$ cat src/design/ucdp_pkg.sv
// Shared constants and types for the USB configuration descriptor parser.
package ucdp_pkg;

    localparam int MaxEndpoints = 16;
    localparam int CountW       = $clog2(MaxEndpoints + 1);

    localparam logic [7:0] DescInterface = 8'd4;
    localparam logic [7:0] DescEndpoint  = 8'd5;

    localparam logic [7:0] IntfMinLength = 8'd9;
    localparam logic [7:0] EpMinLength   = 8'd7;
    localparam logic [7:0] IntfFieldBase = 8'd5;
    localparam logic [7:0] OtherFieldBase = 8'd2;

    localparam int NumFields = 5;
    localparam int FifoDepth = 4;
    localparam int FifoAw    = $clog2(FifoDepth);

    localparam logic KindEndpoint = 1'b0;
    localparam logic KindSummary  = 1'b1;

    typedef struct packed {
        logic        kind;
        logic [3:0]  endpoint_slot;
        logic [3:0]  endpoint_number;
        logic        direction_in;
        logic [1:0]  xfer_type;
        logic [10:0] pkt_size;
        logic [7:0]  poll_interval;
        logic [7:0]  iface_class;
        logic [7:0]  iface_subclass;
        logic [7:0]  iface_protocol;
        logic [4:0]  endpoint_total;
        logic        last_result;
    } t_result;

endpackage

$ cat src/design/usb_config_descriptor_parser.sv
// Top level: USB configuration descriptor parser with a small result queue.
//
//  channel  | dir | handshake                    | payload
//  ---------+-----+------------------------------+----------------------------------
//  s_axis   | in  | s_axis_tvalid/s_axis_tready  | tdata=data_byte, tlast=final_byte
//  m_axis   | out | m_axis_tvalid/m_axis_tready  | tdata=record, tuser=kind,
//           |     |                              | tlast=last_result
//
// Each byte is parsed in the cycle it is accepted; its records land in a
// 4-entry result queue and appear on m_axis from the next cycle on.
// One byte per cycle is taken while the queue has room for two records;
// with the output side stalled the input stops once three records wait.
// A final byte with a completing endpoint descriptor pushes two records.
// Reset (i_rst_n low, synchronous) clears parser state and empties the queue.
module usb_config_descriptor_parser
    import ucdp_pkg::*;
(
    input  logic        i_clk,
    input  logic        i_rst_n,

    input  logic        s_axis_tvalid,
    output logic        s_axis_tready,
    input  logic [7:0]  s_axis_tdata,   // [7:0] data_byte
    input  logic        s_axis_tlast,   // final_byte

    output logic        m_axis_tvalid,
    input  logic        m_axis_tready,
    // [3:0] endpoint_slot, [7:4] endpoint_number, [8] direction_in,
    // [10:9] xfer_type, [21:11] pkt_size, [29:22] poll_interval,
    // [37:30] iface_class, [45:38] iface_subclass, [53:46] iface_protocol,
    // [58:54] endpoint_total, [63:59] zero
    output logic [63:0] m_axis_tdata,
    output logic        m_axis_tuser,   // kind
    output logic        m_axis_tlast    // last_result
);

    // Parser state
    logic [7:0]        r_offset,   n_offset;
    logic [7:0]        r_length,   n_length;
    logic [7:0]        r_type,     n_type;
    logic              r_halted,   n_halted;
    logic [7:0]        r_fields [NumFields];
    logic [7:0]        n_fields [NumFields];
    logic [23:0]       r_captured, n_captured;
    logic [CountW-1:0] r_ep_count, n_ep_count;

    // Result queue
    t_result           r_fifo [FifoDepth];
    logic [FifoAw-1:0] r_wr_ptr, r_rd_ptr;
    logic [FifoAw:0]   r_fill,   n_fill;

    logic       in_beat, out_beat;
    t_result    first_rec, second_rec;
    logic [1:0] push_n;
    t_result    head;

    assign in_beat       = s_axis_tvalid && s_axis_tready;
    assign out_beat      = m_axis_tvalid && m_axis_tready;
    assign s_axis_tready = (r_fill <= (FifoAw+1)'(FifoDepth - 2));
    assign m_axis_tvalid = (r_fill != '0);

    always_comb begin
        logic [7:0]        v_type;
        logic [7:0]        v_base;
        logic [7:0]        v_f [NumFields];
        logic              v_ep;
        t_result           v_ep_rec;
        t_result           v_sum;
        logic [31:0]       v_cnt;

        n_offset   = r_offset;
        n_length   = r_length;
        n_type     = r_type;
        n_halted   = r_halted;
        n_captured = r_captured;
        n_ep_count = r_ep_count;
        for (int i = 0; i < NumFields; i++) begin
            n_fields[i] = r_fields[i];
            v_f[i]      = r_fields[i];
        end
        v_type   = r_type;
        v_base   = OtherFieldBase;
        v_ep     = 1'b0;
        v_ep_rec = '0;
        v_sum    = '0;
        v_cnt    = 32'(r_ep_count);

        if (!r_halted) begin
            if (r_offset == 8'd0) begin
                // length byte: below two stops the walk for this block
                if (s_axis_tdata < 8'd2) begin
                    n_halted = 1'b1;
                end else begin
                    n_length = s_axis_tdata;
                    n_offset = 8'd1;
                end
            end else begin
                if (r_offset == 8'd1) begin
                    v_type = s_axis_tdata;
                end
                n_type = v_type;
                v_base = (v_type == DescInterface) ? IntfFieldBase : OtherFieldBase;
                for (int i = 0; i < NumFields; i++) begin
                    if ({1'b0, r_offset} == {1'b0, v_base} + 9'(i)) begin
                        v_f[i] = s_axis_tdata;
                    end
                    n_fields[i] = v_f[i];
                end

                if ({1'b0, r_offset} + 9'd1 >= {1'b0, r_length}) begin
                    // descriptor complete
                    if (v_type == DescInterface && r_length >= IntfMinLength) begin
                        if (r_captured[7:0] == 8'd0) begin
                            n_captured = {v_f[2], v_f[1], v_f[0]};
                        end
                    end else if (v_type == DescEndpoint && r_length >= EpMinLength) begin
                        if (r_ep_count < CountW'(MaxEndpoints)) begin
                            v_ep                     = 1'b1;
                            v_ep_rec.kind            = KindEndpoint;
                            v_ep_rec.endpoint_slot   = v_cnt[3:0];
                            v_ep_rec.endpoint_number = v_f[0][3:0];
                            v_ep_rec.direction_in    = v_f[0][7];
                            v_ep_rec.xfer_type       = v_f[1][1:0];
                            v_ep_rec.pkt_size        = {v_f[3][2:0], v_f[2]};
                            v_ep_rec.poll_interval   = v_f[4];
                            v_ep_rec.last_result     = !s_axis_tlast;
                            n_ep_count               = r_ep_count + CountW'(1);
                        end
                    end
                    n_offset = 8'd0;
                    n_length = 8'd0;
                    n_type   = 8'd0;
                    for (int i = 0; i < NumFields; i++) begin
                        n_fields[i] = 8'd0;
                    end
                end else begin
                    n_offset = r_offset + 8'd1;
                end
            end
        end

        // summary sees the state after this byte, then everything clears
        v_cnt                = 32'(n_ep_count);
        v_sum.kind           = KindSummary;
        v_sum.iface_class    = n_captured[7:0];
        v_sum.iface_subclass = n_captured[15:8];
        v_sum.iface_protocol = n_captured[23:16];
        v_sum.endpoint_total = v_cnt[4:0];
        v_sum.last_result    = 1'b1;

        if (s_axis_tlast) begin
            n_offset   = 8'd0;
            n_length   = 8'd0;
            n_type     = 8'd0;
            n_halted   = 1'b0;
            n_captured = 24'd0;
            n_ep_count = '0;
            for (int i = 0; i < NumFields; i++) begin
                n_fields[i] = 8'd0;
            end
        end

        first_rec  = v_ep ? v_ep_rec : v_sum;
        second_rec = v_sum;
        push_n     = 2'(v_ep) + 2'(s_axis_tlast);
    end

    always_comb begin
        n_fill = r_fill;
        if (in_beat) begin
            n_fill = n_fill + (FifoAw+1)'(push_n);
        end
        if (out_beat) begin
            n_fill = n_fill - (FifoAw+1)'(1);
        end
    end

    always_ff @(posedge i_clk) begin
        if (!i_rst_n) begin
            r_offset   <= 8'd0;
            r_length   <= 8'd0;
            r_type     <= 8'd0;
            r_halted   <= 1'b0;
            r_captured <= 24'd0;
            r_ep_count <= '0;
            for (int i = 0; i < NumFields; i++) begin
                r_fields[i] <= 8'd0;
            end
            r_wr_ptr   <= '0;
            r_rd_ptr   <= '0;
            r_fill     <= '0;
        end else begin
            if (in_beat) begin
                r_offset   <= n_offset;
                r_length   <= n_length;
                r_type     <= n_type;
                r_halted   <= n_halted;
                r_captured <= n_captured;
                r_ep_count <= n_ep_count;
                for (int i = 0; i < NumFields; i++) begin
                    r_fields[i] <= n_fields[i];
                end
                r_wr_ptr <= r_wr_ptr + FifoAw'(push_n);
            end
            if (out_beat) begin
                r_rd_ptr <= r_rd_ptr + FifoAw'(1);
            end
            r_fill <= n_fill;
        end
    end

    // queue storage, no reset needed
    always_ff @(posedge i_clk) begin
        if (in_beat && push_n != 2'd0) begin
            r_fifo[r_wr_ptr] <= first_rec;
        end
        if (in_beat && push_n == 2'd2) begin
            r_fifo[r_wr_ptr + FifoAw'(1)] <= second_rec;
        end
    end

    assign head         = r_fifo[r_rd_ptr];
    assign m_axis_tuser = head.kind;
    assign m_axis_tlast = head.last_result;
    assign m_axis_tdata = {5'd0, head.endpoint_total, head.iface_protocol,
                           head.iface_subclass, head.iface_class, head.poll_interval,
                           head.pkt_size, head.xfer_type, head.direction_in,
                           head.endpoint_number, head.endpoint_slot};

    // queue never overfills
    a_fill_bound: assert property (@(posedge i_clk) disable iff (!i_rst_n)
        r_fill <= (FifoAw+1)'(FifoDepth))
        else $error("result queue overfilled");

    // a halted parser sits at a descriptor boundary
    a_halt_offset: assert property (@(posedge i_clk) disable iff (!i_rst_n)
        r_halted |-> (r_offset == 8'd0))
        else $error("halted with descriptor in progress");

    // inside a descriptor the position stays below its length
    a_offset_len: assert property (@(posedge i_clk) disable iff (!i_rst_n)
        (r_offset != 8'd0) |-> (r_offset < r_length))
        else $error("descriptor position past length");

    // endpoint table never exceeds its limit
    a_ep_bound: assert property (@(posedge i_clk) disable iff (!i_rst_n)
        r_ep_count <= CountW'(MaxEndpoints))
        else $error("endpoint count over limit");

    // the final byte leaves a clean parser
    a_final_clear: assert property (@(posedge i_clk) disable iff (!i_rst_n)
        (in_beat && s_axis_tlast) |=>
            (r_ep_count == '0 && !r_halted && r_offset == 8'd0 && r_captured == 24'd0))
        else $error("state not cleared after final byte");

endmodule
$ cat config.mk
export PLATFORM = sky130hd
export DESIGN_NAME = usb_config_descriptor_parser
export DESIGN_NICKNAME = d
export VERILOG_FILES = /design/src/design/ucdp_pkg.sv /design/src/design/usb_config_descriptor_parser.sv
export SDC_FILE = /design/constraint.sdc
export NUM_CORES = 1
export LEC_CHECK = 0
export ABC_AREA = 1
export BUFFER_PORTS_ARGS = -buffer_cell sky130_fd_sc_hd__buf_2
export CAP_MARGIN = 5
export CORE_MARGIN = 10
export CORE_UTILIZATION = 60
export DETAILED_ROUTE_END_ITERATION = 16
export PLACE_DENSITY_LB_ADDON = 0.1
export SLEW_MARGIN = 20
export SYNTH_ARGS = -nofsm -noshare
export SYNTH_HDL_FRONTEND = slang
export SYNTH_SLANG_ARGS = --single-unit
$ cat constraint.sdc
create_clock -name i_clk -period 5.39 [get_ports i_clk]
set_input_delay 1.078 -clock i_clk [delete_from_list [all_inputs] [get_ports i_clk]]
set_output_delay 1.078 -clock i_clk [all_outputs]
set_load 0.05 [all_outputs]
==> results of run 1 <==
[cells in the mapped netlist, types with 6 or more instances]
cell type,instances
a211oi_1,7
a21oi_1,88
buf_2,16
buf_4,10
clkbuf_1,77
dfxtp_1,191
edfxtp_1,151
ha_1,19
inv_1,101
nand2_1,365
nand2_2,9
nand3_1,162
nand4_1,20
nor2_1,252
nor2_4,6
nor3_1,17
o21ai_0,186
o21ai_1,28
o22ai_1,70
or2_2,18
[how the worst max path moves through the flow]
stage                      from             to  slack [ns]  cells past startpoint
CTS                 r_offset[2]      r_fill[2]        0.44                     26
finish              r_offset[2]      r_fill[2]        0.37                     26
detailed placement  r_offset[2]      r_fill[2]        0.45                     26
floorplan           r_offset[0]  r_fifo[3][13]        0.71                     25
global route        r_offset[2]      r_fill[2]        0.04                     26
global placement    r_offset[2]      r_fill[2]        0.55                     26
[cells by family (layout without fill, tap and decap cells)]
family | after synthesis | in the layout | share of synthesized area (%)
adder cells (fa/ha/maj) | 20 | 20 | 1.67
buffers and inverters | 212 | 281 | 5.64
XOR/XNOR | 6 | 6 | 0.341
flip-flops | 342 | 342 | 54.3
other | 1 | 6 | 0.0244
AO/OA/AOI/OAI | 394 | 394 | 13.7
AND/OR/NAND/NOR | 866 | 866 | 24.3
[report_power, final]
group | leakage, nW | switching (W) | internal (W)
logic | 3.24 | 0.00159 | 0.000451
registers | 2.98 | 0.000101 | 0.00285
clock network | 0.580 | 0.000999 | 0.00144
total | 6.80 | 0.00269 | 0.00474
[through the flow]
step           cells  hold slack [ns]  util (%)
4_1_cts         2244            0.449      68.1
5_1_grt         2245            0.465      68.2
3_5_place_dp    2178            0.434      63.5
3_3_place_gp    2178            0.433      63.5
6_report        2245            0.447      68.2
2_1_floorplan   1845            0.421         -
[area by class of cell]
| cell class | instances | area [um^2] | share of cell area (%) |
|---|---|---|---|
| Tap cell | 330 | 413 | 2.40 |
| Antenna cell | 1 | 2.50 | 0.0145 |
| Multi-Input combinational cell | 1291 | 6230 | 36.2 |
| Clock inverter | 15 | 98.8 | 0.574 |
| Sequential cell | 342 | 8360 | 48.6 |
| Inverter | 106 | 399 | 2.32 |
| Clock buffer | 51 | 1080 | 6.27 |
| Timing Repair Buffer | 109 | 634 | 3.68 |
[layout by cell type (no fill, tap or decap), types with 6 or more instances in the layout]
master       n
o21ai_0    186
nor2_4       6
clkinv_1    11
buf_4       33
ha_1        19
nand4_1     20
nor3_1      16
inv_1      100
nor2_2       6
o21ai_1     24
nand2_1    365
o22ai_1     70
clkbuf_8     8
edfxtp_1   151
or2_2       18
nor2_1     248
nand2_2      9
dfxtp_1    189
a211oi_1     7
nand3_1    162
clkbuf_16   38
a21oi_1     88
buf_2       75
[worst register-to-register path, stage by stage (launching register included)]
cell     delay [ns]
dfxtp_1        0.48
inv_1          0.12
nor3_1         0.32
nand3_1        0.17
nor3b_1        0.25
xor2_1         0.17
inv_1          0.07
ha_1           0.29
inv_1          0.04
nor2_1         0.09
a31o_2         0.15
nor2_1         0.04
nand2_1        0.15
nand2_2        0.14
nor2_2         0.16
nand2_2        0.16
inv_2          0.10
buf_4          0.52
ha_1           0.26
inv_1          0.07
fa_1           0.51
nand2_1        0.05
o21ai_0        0.12
ha_1           0.19
nand2_1        0.07
o21ai_0        0.17
a21oi_1        0.06
[registers in the layout (all words and copies together), names as in the netlist, named ones only]
name	flops
r_captured	24
r_ep_count	5
r_fields	35
r_fifo	244
r_fill	3
r_halted	1
r_length	8
r_offset	8
r_rd_ptr	2
r_type	8
r_wr_ptr	2
[routing by layer]
layer | share of wire (%) | vias up
met3 | 7.5 | 71
li1 | - | 6352
met2 | 46 | 504
met5 | 0 | -
met1 | 43 | 6280
met4 | 3.1 | 0
==> results.yml, run 1 <==
sta:
  fin_skew_ns: 0.0161
  setup_tns_ns: 0
  max_freq_mhz: 199
  setup_viol: 0
  tightest_slew_ns: 1.09
  setup_ws_ns: 0.368
  min_period_ns: 5.02
  finalCritPeriodShare_pct: 93.2
  grt_setup_unrepaired: "false"
  max_slew_margin_pct: 27.4
  drv_slew: 0
  hold_violations: 0
worst_setup_path:
  start_kind: "register"
  critPathCaptureType: "register"
  slowest_stage: "buf_4"
  reg2regPathDepth: 26
  required_ns: 5.79
  critPathTopFamily: "simple AND/OR/NAND/NOR gates"
  critical_path_buf_inv_count: 6
  worstPathMaxFanout: 59
  rr_startpoint: "r_offset[2]"
  r2r_slack_ns: 0.37
  max_stage_delay_ns: 0.52
  crit_arrival_ns: 5.42
  critPathMostFrequentCell: "inv_1"
  reg2reg_to: "r_fill[2]"
  critPathKind: "register to register"
floorplan:
  coreArea_um2: 25300
  die_w_um: 180
  initial_core_util_pct: 61.0
  die_h_um: 180
  io_pins: 81
  row_count: 58
  die_area_um2: 32500
drt:
  vias: 13200
  viasPerCell: 5.88
  drt-wirelength-per-cell_um: 18.9
  dr.pass1.iters: 6
  drc_errors: 0
  ant_nets: 0
  drt-initial-drc-count: 1586
  drt_wl_total_mm: 42.5
global_routing:
  grt_pass1_wl_mm: 67.8
  overflow: 0
  antenna_found_initial: 1
  met2_usage_pct: 39.9
  met1_usage_pct: 34.7
  track_usage_pct: 25.2
  busiest_layer: "met2"
  grt_max_degree: 111
  grt_util_met3_pct: 3.59
  grt_pass1_vias: 12500
placement:
  dp_hpwl_mm: 27.1
  dp_slack_ns: 0.445
  port_buffers: 75
  place_area_um2: 16000
  gp_congestion: 0.924
clocking:
  clock_path_buffers: 3
  clkLatencyLatePin_ns: 0.52
  clkTransAtPathRegs_ns: 0.06
  cts_resized: 0
  cts.sink_count: 342
  postCtsHoldBufs: 0
  cts_setup_buffers: 0
  cts_made_buffers: 36
  cts_tree: "done"
  cts_root_buffer: "clkbuf_16"
  h-tree-depth: 2
logic_synthesis:
  synth-edff-count: 151
  netlist_area_um2: 15400
  syn_inst: 1841
  synth_ff_type: "dfxtp_1"
  synth_seq_cells: 342
  synth_top_area_cell: "edfxtp_1"
  synth_cell_types: 45
  avgSynthCellArea_um2: 8.36
  synthArstFlopShare_pct: 0
  ys_seq_area_share_pct: 54.3
  yosysWarnings: 0
  yosys-top-cells-area: "edfxtp_1, dfxtp_1, nand2_1, nor2_1, o21ai_0"
  synth_top_area_share_pct: 29.4
pwr:
  power_density_nw_per_um2: 431
  ir_worst_vdd_mv: 0.324
  power_w: 0.00743
  leakagePower_nw: 6.80
final_layout:
  final_nets: 1919
  num-fill-cells: 2094
  drive_gt1_share_pct: 11.8
  syn_to_final_growth_pct: 11.8
  postLayoutCellArea_um2: 17200
worst_hold_path:
  min_from: "r_fifo[2][46]"
  hold_class: "register to register"
  hold-path-endpoint: "r_fifo[2][46]"
  holdPathStages: 2
job:
  maxCapViolations: 0
outcome:
  outcome: "finished clean"
Note: power is estimated with default switching activity, not from simulation.
==> inputs of run 2 (changes only) <==
==> constraint.sdc (replaced) <==
create_clock -name i_clk -period 5.39 [get_ports i_clk]
set_input_delay 1.3475 -clock i_clk [delete_from_list [all_inputs] [get_ports i_clk]]
set_output_delay 1.3475 -clock i_clk [all_outputs]
set_load 0.05 [all_outputs]
==> run 2 against run 1 <==
Compared with the run above:
- critical path depth did not move
- die area did not move
- combinational power barely moved
- non-clock buffer count fell by 5
- design area barely moved
- final cell count fell by 0.18%
- sequential power barely moved
- highest routed layer unchanged
==> results.yml, run 2 (same netlist as run 1, synthesis figures left out) <==
worst_setup_path:
  required_ns: 5.85
  critPathKind: "register to register"
  critPathLaunch: "r_offset[2]"
  start_kind: "register"
  rr_startpoint: "r_offset[2]"
  slowest_stage: "fa_1"
  crit_arrival_ns: 5.36
  critPathCaptureType: "register"
  max_stage_delay_ns: 0.50
  worstPathMaxFanout: 59
final_layout:
  top_regs: "r_fifo: 244 flops, r_fields: 35 flops, r_captured: 24 flops"
  largest_reg_flops: 244
  final_common_cell: "nand2_1"
  num-fill-cells: 2107
  drive_gt1_share_pct: 11.7
  final_cell_mix: "nand2_1, nor2_1, dfxtp_1"
  syn_to_final_growth_pct: 11.8
  final_nets: 1915
  max_flop_register: "r_fifo"
sta:
  grt_setup_unrepaired: "false"
  drv_slew: 0
  min_period_ns: 4.91
  setup_viol: 0
  max_freq_mhz: 204
  finalCritPeriodShare_pct: 91.0
  hold_violations: 0
  tightest_slew_ns: 1.02
  setup_ws_ns: 0.483
  fin_skew_ns: 0.0196
  max_slew_margin_pct: 31.9
  setup_tns_ns: 0
global_routing:
  track_usage_pct: 25.0
  grt_max_degree: 87
  grt_pass1_vias: 12500
  grt_util_met3_pct: 3.13
  grt_pass1_wl_mm: 67.2
  antenna_found_initial: 1
  met2_usage_pct: 39.6
  overflow: 0
  busiest_layer: "met2"
  met1_usage_pct: 34.3
placement:
  dp_hpwl_mm: 27.1
  gp_congestion: 0.944
  dp_slack_ns: 0.369
  port_buffers: 75
floorplan:
  die_h_um: 180
  coreArea_um2: 25300
  initial_core_util_pct: 61.0
  row_count: 58
  die_area_um2: 32500
  io_pins: 81
  die_w_um: 180
job:
  maxCapViolations: 0
pwr:
  leakagePower_nw: 6.79
  power_density_nw_per_um2: 434
  ir_worst_vdd_mv: 0.291
clocking:
  cts.sink_count: 342
  h-tree-depth: 2
  clkTransAtPathRegs_ns: 0.06
  clkLatencyLatePin_ns: 0.52
  cts_setup_buffers: 0
  clock_path_buffers: 3
  cts_made_buffers: 37
  cts_root_buffer: "clkbuf_16"
  cts_tree: "done"
drt:
  viasPerCell: 5.89
  ant_nets: 0
  drt-wirelength-per-cell_um: 18.9
  drt-initial-drc-count: 1612
  drt_wl_total_mm: 42.3
  vias: 13200
  dr.pass1.iters: 5
  drc_errors: 0
worst_hold_path:
  min_from: "r_fifo[2][48]"
  hold_class: "register to register"
outcome:
  outcome: "finished clean"
## run 2: cell count changes in the layout (fill, tap and decap cells not counted), sizes merged
| cell | previous run | this run |
|---|---|---|
| clkinv | 16 | 10 |
| buf | 109 | 104 |
| bufinv | 1 | 2 |
| clkbuf | 51 | 57 |
## run 2: routing by layer
metal	up-vias	part of all wire, %
met1	6236	43
li1	6335	-
met4	0	3.5
met5	-	0
met2	565	46
met3	74	7.7
## run 2: worst max-delay path, delay by kind of cell, from the launching register on
kind                     cells  cell delay [ns]
buffers and inverters        6             0.78
AND/OR/NAND/NOR             12             1.73
AO/OA/AOI/OAI                3             0.40
flip-flops                   1             0.47
adder cells (fa/ha/maj)      4             1.29
XOR/XNOR                     1             0.16
## run 2: worst paths after layout
kind | cells past startpoint | slack (ns) | to
hold / removal | 2 | 0.45 | r_fifo[2][48]
setup reg to reg | 26 | 0.48 | r_fill[1]
setup / recovery | 26 | 0.48 | r_fill[1]
hold reg to reg | 2 | 0.45 | r_fifo[2][48]
## run 2: what timing repair did
action,CTS,global route
resized for setup,0,1
endpoints found under the setup margin,0,2
hold buffers,0,0
## run 2: final cells by class
cell class                      count  area, um^2  area share [%]
Sequential cell                   342        8360            48.6
Timing Repair Buffer              104         622            3.61
Tap cell                          330         413            2.40
Clock inverter                     10         111           0.647
Multi-Input combinational cell   1291        6220            36.2
Inverter                          106         399            2.32
Clock buffer                       57        1080            6.29
Antenna cell                        1        2.50          0.0145
## run 2: through the flow
step                      instances  power [W]  util (%)  hold slack [ns]  cell area [um^2]
after floorplan                1845    0.00449         -            0.421             15400
after CTS                      2240    0.00749      68.2            0.449             17200
after global routing           2241    0.00775      68.2            0.464             17200
after detailed placement       2173    0.00503      63.4            0.434             16000
final                          2241    0.00747      68.2            0.446             17200
after global placement         2173    0.00501      63.4            0.432             16000
## run 2: power by group
part	internal (W)	switching, W	leakage (nW)
clock	0.00148	0.00100	0.589
combinational	0.000447	0.00159	3.22
sequential	0.00285	0.0000988	2.98
==> inputs of run 3 (changes only) <==
==> constraint.sdc (replaced) <==
create_clock -name i_clk -period 5.39 [get_ports i_clk]
set_input_delay 1.3475 -clock i_clk [delete_from_list [all_inputs] [get_ports i_clk]]
set_output_delay 1.3475 -clock i_clk [all_outputs]
set_load 0.01 [all_outputs]
==> run 3 against run 2 <==
Compared with the run above:
- register-to-register slack improved by 0.03 ns
- global-route usage rose by 0.25 points
- fmax rose by 0.61%
- sequential power barely moved
- final cell count rose by 0.18%
- design area fell by 0.29%
- via count rose by 0.23%
- clock power fell by 5%
- flip-flop and latch count did not move
- utilization fell by 0.20 points
==> results.yml, run 3 (same netlist as run 1, synthesis figures left out) <==
outcome:
  outcome: "finished clean"
worst_setup_path:
  critPathKind: "register to register"
  critPathCaptureType: "register"
  reg2regPathDepth: 26
  required_ns: 5.78
  worstPathMaxFanout: 59
  reg2reg_to: "r_fill[2]"
  start_kind: "register"
  crit_arrival_ns: 5.27
  r2r_slack_ns: 0.51
  rr_startpoint: "r_offset[2]"
clocking:
  cts.sink_count: 342
  cts_resized: 0
  clock_path_buffers: 3
  cts_setup_buffers: 0
  postCtsHoldBufs: 0
  h-tree-depth: 2
  cts_root_buffer: "clkbuf_16"
  clkTransAtPathRegs_ns: 0.05
  cts_made_buffers: 37
  cts_tree: "done"
  clkLatencyLatePin_ns: 0.53
sta:
  max_freq_mhz: 205
  tightest_slew_ns: 1.07
  max_slew_margin_pct: 28.9
  setup_ws_ns: 0.513
  min_period_ns: 4.88
  finalCritPeriodShare_pct: 90.5
  fin_skew_ns: 0.0211
  hold_violations: 0
  setup_tns_ns: 0
  drv_slew: 0
  grt_setup_unrepaired: "false"
  setup_viol: 0
pwr:
  p_seq_share_pct: 43.4
  power_density_nw_per_um2: 395
  clkPwrFrac_pct: 34.8
  power_frac_comb_pct: 21.8
  leakagePower_nw: 6.77
  ir_worst_vdd_mv: 0.284
  swShare_pct: 31.5
  power_w: 0.00678
  p_sw_w: 0.00213
  internal-power_w: 0.00465
final_layout:
  final_cell_mix: "nand2_1, nor2_1, dfxtp_1"
  largest_reg_flops: 244
  drive_gt1_share_pct: 11.8
  max_flop_register: "r_fifo"
  syn_to_final_growth_pct: 11.5
  top_regs: "r_fifo: 244 flops, r_fields: 35 flops, r_captured: 24 flops"
  stdcell_count: 2245
  final_nets: 1919
  final_common_cell: "nand2_1"
global_routing:
  grt_max_degree: 109
  track_usage_pct: 25.3
  grt_pass1_wl_mm: 67.7
  grt_pass1_vias: 12300
  overflow: 0
  antenna_found_initial: 1
drt:
  wl_met3_mm: 3.72
  routed.top_layer: "met4"
  drt-met1-wl_mm: 18.2
  drt_wl_total_mm: 42.5
  dr_wl_met2_mm: 19.2
  vias: 13200
  drc_errors: 0
  drt-wirelength-per-cell_um: 18.9
  drt-initial-drc-count: 1537
  dr.pass1.iters: 6
  ant_nets: 0
  viasPerCell: 5.90
placement:
  gp_congestion: 0.966
  dp_hpwl_mm: 27.0
  port_buffers: 75
  dp_slack_ns: 0.371
  dp.cells: 2176
floorplan:
  io_pins: 81
  row_count: 58
  die_h_um: 180
  coreArea_um2: 25300
  die_area_um2: 32500
  die_w_um: 180
  initial_core_util_pct: 61.0
worst_hold_path:
  hold_class: "register to register"
  min_from: "r_fifo[2][48]"
  hold-path-endpoint: "r_fifo[2][48]"
  holdPathStages: 2
job:
  maxCapViolations: 0
[run 3: worst max-delay path by stage]
stage	start	slack (ns)	end	cells past startpoint
CTS	r_offset[2]	0.36	r_fill[2]	26
finish	r_offset[2]	0.51	r_fill[2]	26
global route	r_offset[2]	0.02	r_fill[2]	26
detailed placement	r_offset[2]	0.37	r_fill[2]	26
floorplan	r_offset[0]	0.72	r_fifo[3][13]	25
global placement	r_offset[2]	0.45	r_fill[2]	26
[run 3: critical path, stage by stage, from the launching register on]
cell      delay (ns)
dfxtp_1         0.49
inv_1           0.12
nor3_1          0.29
nand3_1         0.16
nor3b_1         0.25
xor2_1          0.17
inv_1           0.07
ha_1            0.29
inv_1           0.05
nor2_1          0.09
a31o_2          0.15
nor2_1          0.03
nand2_1         0.21
nand2_2         0.16
nor2_2          0.17
nand2_2         0.16
inv_2           0.10
clkbuf_8        0.36
ha_1            0.23
inv_1           0.07
fa_1            0.50
nand2_1         0.04
o21ai_0         0.11
ha_1            0.18
nand2_1         0.06
o21ai_0         0.17
a21oi_1         0.05
[run 3: power by group through the flow]
| stage | combinational [W] | sequential [W] | clock [W] |
|---|---|---|---|
| finish | 0.00148 | 0.00294 | 0.00236 |
| global route | 0.00164 | 0.00296 | 0.00248 |
| CTS | 0.00147 | 0.00294 | 0.00238 |
| detailed placement | 0.00147 | 0.00300 | 0 |
| global placement | 0.00145 | 0.00299 | 0 |
| floorplan | 0.000978 | 0.00295 | 0 |
[run 3: per-layer routing]
layer | GRT usage, % | vias up
met3 | 4.36 | 74
met2 | 39.4 | 586
met1 | 34.8 | 6232
met4 | 9.22 | 0
met5 | 0 | -
li1 | - | 6348
[run 3: final cells by class]
type | count | area, um^2
diodes | 1 | 2.50
clock buffers | 51 | 1000
clock inverters | 16 | 106
fillers | 2068 | 8090
inverters | 106 | 399
multi-input cells | 1291 | 6230
flip-flops and latches | 342 | 8360
well taps | 330 | 413
repair buffers | 108 | 649
[run 3: through the flow]
stage	hold slack, ns	instance area (um^2)	utilization, %
after floorplan	0.421	15400	-
after global placement	0.433	16000	63.4
after detailed placement	0.437	16000	63.4
after CTS	0.452	17100	67.8
after global routing	0.463	17200	68.0
final	0.448	17200	68.0
